File: src/hdl/pps_pkg.sv
// ----------------------------------------------------------------------------
// pps_pkg
// Shared types and constants of the particle pool simulation step block.
// ----------------------------------------------------------------------------
package pps_pkg;

    localparam int CFG_AW = 3;
    localparam int CFG_DW = 48;
    localparam int IN_DW  = 136;
    localparam int OUT_DW = 136;

    // register indexes on the configuration port
    localparam logic [CFG_AW-1:0] CFG_GRAVITY  = 3'd0;
    localparam logic [CFG_AW-1:0] CFG_VEL_LOW  = 3'd1;
    localparam logic [CFG_AW-1:0] CFG_VEL_HIGH = 3'd2;
    localparam logic [CFG_AW-1:0] CFG_LIFE     = 3'd3;
    localparam logic [CFG_AW-1:0] CFG_RATE     = 3'd4;
    localparam logic [CFG_AW-1:0] CFG_SEED     = 3'd5;
    localparam logic [CFG_AW-1:0] CFG_MODE     = 3'd6;

    localparam logic [23:0] LIFE_RESET = 24'h01_0000;
    localparam logic [31:0] SEED_RESET = 32'd1;
    localparam logic [2:0]  MODE_RESET = 3'd1;
    localparam logic [31:0] ACC_ONE    = 32'h0010_0000;

    typedef enum logic [1:0] {
        OP_TICK  = 2'd0,
        OP_BURST = 2'd1,
        OP_READ  = 2'd2,
        OP_NONE  = 2'd3
    } t_op;

    typedef enum logic [3:0] {
        S_IDLE,
        S_START,
        S_ACC,
        S_RATE_SCAN,
        S_PEND_SCAN,
        S_DRAW,
        S_SP_WAIT,
        S_SP_WRITE,
        S_INT_CHK,
        S_INT_V,
        S_INT_M,
        S_INT_P,
        S_RD_ISSUE,
        S_RD_DATA,
        S_FIN
    } t_state;

    typedef struct packed {
        logic       latch;
        logic       ptr_clear;
        logic       ptr_load;
        logic       ptr_inc;
        logic       acc_add;
        logic       acc_clear;
        logic       gstep_calc;
        logic       burst_init;
        logic       draw;
        logic [1:0] axis;
        logic       spawn_write;
        logic       spawn_acc;
        logic       pend_end;
        logic       int_kill;
        logic       int_vel;
        logic       int_mul;
        logic       int_write;
        logic       rd_capture;
        logic       out_load;
    } t_cmd;

    typedef struct packed {
        t_op  op;
        logic dt_nz;
        logic emit;
        logic single_shot;
        logic rate_nz;
        logic pend_nz;
        logic acc_ge;
        logic ptr_end;
        logic cur_live;
        logic life_le;
        logic out_free;
    } t_status;

endpackage

File: src/hdl/pps_ctrl.sv
// ----------------------------------------------------------------------------
// pps_ctrl
// Sequencer: walks spawn scans, velocity draws and the integration pass.
// ----------------------------------------------------------------------------
module pps_ctrl import pps_pkg::*; (
    input  logic    i_clk,
    input  logic    i_rst_n,
    input  logic    i_in_valid,
    output logic    o_in_ready,
    input  t_status i_status,
    output t_cmd    o_cmd
);

    t_state     r_state, n_state;
    logic [1:0] r_axis, n_axis;
    logic       r_phase_rate, n_phase_rate;

    always_ff @(posedge i_clk) begin
        if (!i_rst_n) begin
            r_state      <= S_IDLE;
            r_axis       <= 2'd0;
            r_phase_rate <= 1'b0;
        end else begin
            r_state      <= n_state;
            r_axis       <= n_axis;
            r_phase_rate <= n_phase_rate;
        end
    end

    always_comb begin
        n_state      = r_state;
        n_axis       = r_axis;
        n_phase_rate = r_phase_rate;
        o_cmd        = '0;
        o_cmd.axis   = r_axis;
        o_in_ready   = 1'b0;
        case (r_state)
            S_IDLE: begin
                o_in_ready = 1'b1;
                if (i_in_valid) begin
                    o_cmd.latch = 1'b1;
                    n_state     = S_START;
                end
            end
            S_START: begin
                case (i_status.op)
                    OP_TICK: begin
                        if (!i_status.dt_nz) begin
                            n_state = S_FIN;
                        end else begin
                            o_cmd.gstep_calc = 1'b1;
                            o_cmd.ptr_clear  = 1'b1;
                            if (i_status.emit && !i_status.single_shot && i_status.rate_nz) begin
                                n_state = S_ACC;
                            end else if (i_status.emit && i_status.pend_nz) begin
                                n_state = S_PEND_SCAN;
                            end else begin
                                n_state = S_INT_CHK;
                            end
                        end
                    end
                    OP_BURST: begin
                        o_cmd.burst_init = 1'b1;
                        o_cmd.ptr_clear  = 1'b1;
                        n_state          = S_PEND_SCAN;
                    end
                    OP_READ: begin
                        o_cmd.ptr_load = 1'b1;
                        n_state        = S_RD_ISSUE;
                    end
                    default: n_state = S_FIN;
                endcase
            end
            S_ACC: begin
                o_cmd.acc_add = 1'b1;
                n_state       = S_RATE_SCAN;
            end
            S_RATE_SCAN: begin
                if (!i_status.acc_ge || i_status.ptr_end) begin
                    o_cmd.acc_clear = i_status.acc_ge;
                    if (i_status.emit && i_status.pend_nz) begin
                        n_state = S_PEND_SCAN;
                    end else begin
                        o_cmd.ptr_clear = 1'b1;
                        n_state         = S_INT_CHK;
                    end
                end else if (i_status.cur_live) begin
                    o_cmd.ptr_inc = 1'b1;
                end else begin
                    n_phase_rate = 1'b1;
                    n_axis       = 2'd0;
                    n_state      = S_DRAW;
                end
            end
            S_PEND_SCAN: begin
                if (!i_status.pend_nz || i_status.ptr_end) begin
                    o_cmd.pend_end = 1'b1;
                    if (i_status.op == OP_TICK) begin
                        o_cmd.ptr_clear = 1'b1;
                        n_state         = S_INT_CHK;
                    end else begin
                        n_state = S_FIN;
                    end
                end else if (i_status.cur_live) begin
                    o_cmd.ptr_inc = 1'b1;
                end else begin
                    n_phase_rate = 1'b0;
                    n_axis       = 2'd0;
                    n_state      = S_DRAW;
                end
            end
            S_DRAW: begin
                o_cmd.draw = 1'b1;
                n_axis     = r_axis + 2'd1;
                if (r_axis == 2'd2) begin
                    n_state = S_SP_WAIT;
                end
            end
            S_SP_WAIT: n_state = S_SP_WRITE;
            S_SP_WRITE: begin
                o_cmd.spawn_write = 1'b1;
                o_cmd.spawn_acc   = r_phase_rate;
                o_cmd.ptr_inc     = 1'b1;
                n_state           = r_phase_rate ? S_RATE_SCAN : S_PEND_SCAN;
            end
            S_INT_CHK: begin
                if (i_status.ptr_end) begin
                    n_state = S_FIN;
                end else if (!i_status.cur_live) begin
                    o_cmd.ptr_inc = 1'b1;
                end else begin
                    n_state = S_INT_V;
                end
            end
            S_INT_V: begin
                if (i_status.life_le) begin
                    o_cmd.int_kill = 1'b1;
                    o_cmd.ptr_inc  = 1'b1;
                    n_state        = S_INT_CHK;
                end else begin
                    o_cmd.int_vel = 1'b1;
                    n_state       = S_INT_M;
                end
            end
            S_INT_M: begin
                o_cmd.int_mul = 1'b1;
                n_state       = S_INT_P;
            end
            S_INT_P: begin
                o_cmd.int_write = 1'b1;
                o_cmd.ptr_inc   = 1'b1;
                n_state         = S_INT_CHK;
            end
            S_RD_ISSUE: n_state = S_RD_DATA;
            S_RD_DATA: begin
                o_cmd.rd_capture = 1'b1;
                n_state          = S_FIN;
            end
            S_FIN: begin
                if (i_status.out_free) begin
                    o_cmd.out_load = 1'b1;
                    n_state        = S_IDLE;
                end
            end
            default: n_state = S_IDLE;
        endcase
    end

endmodule

File: config.mk
export PLATFORM = sky130hd
export DESIGN_NAME = pps_ctrl
export DESIGN_NICKNAME = d
export VERILOG_FILES = /design/src/hdl/pps_pkg.sv /design/src/hdl/pps_ctrl.sv
export SDC_FILE = /design/constraint.sdc
export NUM_CORES = 1
export LEC_CHECK = 0
export CAP_MARGIN = 20
export CORE_MARGIN = 2
export CORE_UTILIZATION = 61
export DETAILED_ROUTE_END_ITERATION = 10
export DONT_BUFFER_PORTS = 1
export PLACE_DENSITY = 0.77
export SETUP_SLACK_MARGIN = 0.3
export SYNTH_ARGS = -nofsm -noshare
export SYNTH_HDL_FRONTEND = slang
export SYNTH_SLANG_ARGS = --single-unit
File: constraint.sdc
create_clock -name i_clk -period 1.8 [get_ports i_clk]
set_input_delay 0.18 -clock i_clk [delete_from_list [all_inputs] [get_ports i_clk]]
set_output_delay 0.18 -clock i_clk [all_outputs]
set_load 0.05 [all_outputs]
==> results of run 1 <==
[cells by family after synthesis]
logic type	count (synthesis)	synth area share, %
AO/OA/AOI/OAI	39	30.9
adder cells (fa/ha/maj)	5	6.77
buffers and inverters	16	7.31
flip-flops	7	15.2
multiplexers	2	2.17
AND/OR/NAND/NOR	65	37.8
[metrics by stage]
| step | area, µm² | TNS [ns] | instances | worst slack [ns] |
|---|---|---|---|---|
| after floorplan | 992 | -0.0219 | 134 | -0.0219 |
| after global placement | 1210 | 0 | 170 | 0.0985 |
| after detailed placement | 1210 | 0 | 170 | 0.0673 |
==> results_dict.tcl, run 1 <==
set metrics [dict create \
    ys_top_cells_by_count "nor2_1, nand2_1, inv_1, nand2b_1, o21ai_0" \
    postCtsHoldBufs 0 \
    ys_seq_elements 7 \
    yosysTopAreaCell "dfxtp_1" \
    synth_area_leaders "dfxtp_1, ha_1, nor2_1" \
    cts_sinks 7 \
    syn_area_per_cell_um2 6.90 \
    yosysTopAreaCellShare_pct 15.2 \
    synth.distinct_cells 49 \
    gp_congestion 0.993 \
    yosys_warnings 0 \
    yosys.cell_count.top_type "nor2_1" \
    seq_area_frac_synth_pct 15.2 \
    dp_hpwl_um 2300 \
    synth_edf_count 0 \
    die_y_um 42.9 \
    clk_path_buf_depth 2 \
    syn_inst 134 \
    io_pins 36 \
    htree_levels 1 \
    cts_setup_buffers 11 \
    post_cts_resized 61 \
    std_cell_rows 14 \
    dieWidth_um 42.9 \
    toolErrorMsg "[ERROR DPL-0038] Utilization greater than 100%, impossible to legalize" \
    ys_async_sr_fraction_pct 0 \
    outcome "did not finish" \
    syn_nets 154 \
    haltStage "clock tree synthesis (4_1_cts)" \
    synth_ff_type "dfxtp_1" \
    numPortBuffers 0 \
    cts-root-buf "clkbuf_4" \
    initial_utilization_pct 63.6 \
    syn_area_um2 925 \
    cts_buffers 3 \
]
==> run 2: changes to the inputs <==
--- a/config.mk
+++ b/config.mk
@@ -6,12 +6,11 @@
 export NUM_CORES = 1
 export LEC_CHECK = 0
 export CAP_MARGIN = 20
-export CORE_MARGIN = 2
-export CORE_UTILIZATION = 61
+export CORE_AREA = 2 2 63 65
 export DETAILED_ROUTE_END_ITERATION = 10
+export DIE_AREA = 0 0 65 67
 export DONT_BUFFER_PORTS = 1
-export PLACE_DENSITY = 0.77
-export SETUP_SLACK_MARGIN = 0.3
+export PLACE_DENSITY_LB_ADDON = 0.15
 export SYNTH_ARGS = -nofsm -noshare
 export SYNTH_HDL_FRONTEND = slang
 export SYNTH_SLANG_ARGS = --single-unit
==> results_dict.tcl, run 2 <==
set metrics [dict create \
    outcome "finished with violations" \
    violations "negative setup slack" \
    endpoint_kind "output pin" \
    worstSkewPairLatency_ns 0.23 \
    drc 0 \
    std_cell_rows 22 \
    synth.distinct_cells 49 \
    fillers 374 \
    synth_ff_type "dfxtp_1" \
    htree_levels 1 \
    initial_utilization_pct 25.6 \
    p_seq_share_pct 12.1 \
    p_clk_share_pct 10.4 \
    worstPathRequired_ns 1.62 \
    ys_async_sr_fraction_pct 0 \
    crit_type "register to output pin" \
    cp_slowest_cell "or4b_4" \
    drtIter0Drc 56 \
    hold_ws_ns 0.0745 \
    power_switching_mw 1.08 \
    startpoint_type "register" \
    fin_ws_ns -0.0721 \
    crit_chain "or4b_4, nor2_4, a21o_1, a221o_1, buf_12" \
    ys_seq_elements 7 \
    postCtsHoldBufs 0 \
    antenna_found_initial 0 \
    final_cell_mix "buf_4, nor2_1, nand2_1" \
    finalCriticalPeriod_ns 1.87 \
    yosys.cell_count.top_type "nor2_1" \
    crit_family "simple AND/OR/NAND/NOR gates" \
    hp-class "input port to register" \
    syn_area_um2 925 \
    num_antenna_cells 0 \
    combPwrFrac_pct 77.5 \
    seq_area_frac_synth_pct 15.2 \
    largest_reg_flops 4 \
    syn_area_per_cell_um2 6.90 \
    dp.cells 211 \
    grt_setup_unrepaired "yes" \
    postRouteAntennaNets 0 \
    totalNegativeSetupSlack_ns -0.0721 \
    layout_commonest_cell "buf_4" \
    rrSetupSlack_ns 0.06 \
    dp_hpwl_um 2540 \
    synth_edf_count 0 \
    leakage_nw 0.628 \
    io_pins 36 \
    report.final.slew_viol_count 0 \
    gp_congestion 0.904 \
    hold_viol 0 \
    drv_cap 0 \
    finalSetupViolations 1 \
    totalWireLength_um 3150 \
    crit_fanout 5 \
    p_per_area_nw_per_um2 1470 \
    yosysTopAreaCellShare_pct 15.2 \
    grtUsageTotal_pct 15.2 \
    syn_nets 154 \
    clkSlewWorstSetupHoldPaths_ns 0.04 \
    internal_power_mw 1.08 \
    cts_tree "done" \
    cts_sinks 7 \
    worst_clock_skew_ns 0.00413 \
    yosysTopAreaCell "dfxtp_1" \
    tightest_slew_ns 0.348 \
    cts-root-buf "clkbuf_8" \
    relSlewSlack_pct 76.8 \
    grt_pass1_wl_um 5110 \
    yosys_warnings 0 \
    fin_crit_sh_pct 104 \
    regArea_um2 146 \
    cts_buffers 3 \
    gr-total-overflow 0 \
    reg_top3 "r_state x4, r_axis x2, r_phase_rate x1" \
    stdcell_count 221 \
    fmax_ghz 0.534 \
    critical_path_arrival_ns 1.69 \
    vdd_ir_drop_max_mv 0.486 \
    grt_max_degree 16 \
    numPortBuffers 0 \
    critPathMaxStageDelay_ns 0.59 \
    path_buf_inv 1 \
    utilization_pct 40.5 \
    drive_above_1_share_pct 40.5 \
    wl_per_cell_um 14.3 \
    first_pass_iters 4 \
    dieWidth_um 65 \
    syn_inst 134 \
    regMostFlops "r_state" \
    via_per_inst 5.13 \
    ys_top_cells_by_count "nor2_1, nand2_1, inv_1, nand2b_1, o21ai_0" \
    vias 1133 \
    multiInputGateArea_um2 807 \
    clk_path_buf_depth 2 \
    grt_pass1_vias 1051 \
    synth_area_leaders "dfxtp_1, ha_1, nor2_1" \
    core_area_um2 3610 \
    sw_frac_of_total_pct 50.0 \
    die_y_um 67 \
    fin_nets 194 \
    dieArea_um2 4360 \
    syn_to_final_growth_pct 58.1 \
]
-- run 2: cells by family (layout without fill, tap and decap cells) --
group / count (synthesis) / in the layout / share of synthesized area, %
simple gates: 65 / 65 / 37.8
buf+inv: 16 / 55 / 7.31
fa+ha+maj: 5 / 5 / 6.77
mux: 2 / 2 / 2.17
flops: 7 / 7 / 15.2
compound gates: 39 / 39 / 30.9
-- run 2: timing repair --
item                                    in CTS  in global routing
resized for setup                           12                  7
endpoints found under the setup margin       3                  8
buffers inserted                             5                  1
hold endpoints to repair                     0                  0
pin swaps                                    6                  5
-- run 2: final timing paths --
path / startpoint / endpoint / cells after the start
max: r_state[3] / o_cmd[18] / 5
min: i_rst_n / r_axis[0] / 1
max reg2reg: r_state[3] / r_phase_rate / 6
min reg2reg: r_phase_rate / r_phase_rate / 2
-- run 2: per-layer routing --
metal  global-route usage, %  part of all wire [%]  vias up
met5                       0                     0        -
met3                    3.21                   6.8        5
met1                    20.4                    45      519
met4                    4.79                   1.3        0
li1                        -                     -      568
met2                    24.4                    47       41
-- run 2: power by group through the flow --
stage          sequential (mW)  clock, mW  combinational (mW)
2_1_floorplan            0.235          0                1.00
6_report                 0.260      0.225                1.67
5_1_grt                  0.266      0.244                1.78
3_3_place_gp             0.265          0                1.51
4_1_cts                  0.257      0.229                1.64
3_5_place_dp             0.261          0                1.51
-- run 2: layout make-up --
| type | instances | area share, % |
|---|---|---|
| Tap cell | 48 | 4.11 |
| Inverter | 8 | 2.05 |
| Timing Repair Buffer | 43 | 25.5 |
| Clock buffer | 4 | 3.08 |
| Sequential cell | 7 | 10.0 |
| Multi-Input combinational cell | 111 | 55.2 |
-- run 2: through the flow --
step / setup WS, ns / power (mW) / area [µm²]
2_1_floorplan: -0.321 / 1.24 / 951
6_report: -0.0721 / 2.15 / 1460
3_3_place_gp: 0.0344 / 1.78 / 1300
5_1_grt: -0.117 / 2.29 / 1460
4_1_cts: -0.0649 / 2.12 / 1430
3_5_place_dp: 0.114 / 1.77 / 1300
No activity file was read; power rests on OpenSTA's default activity.
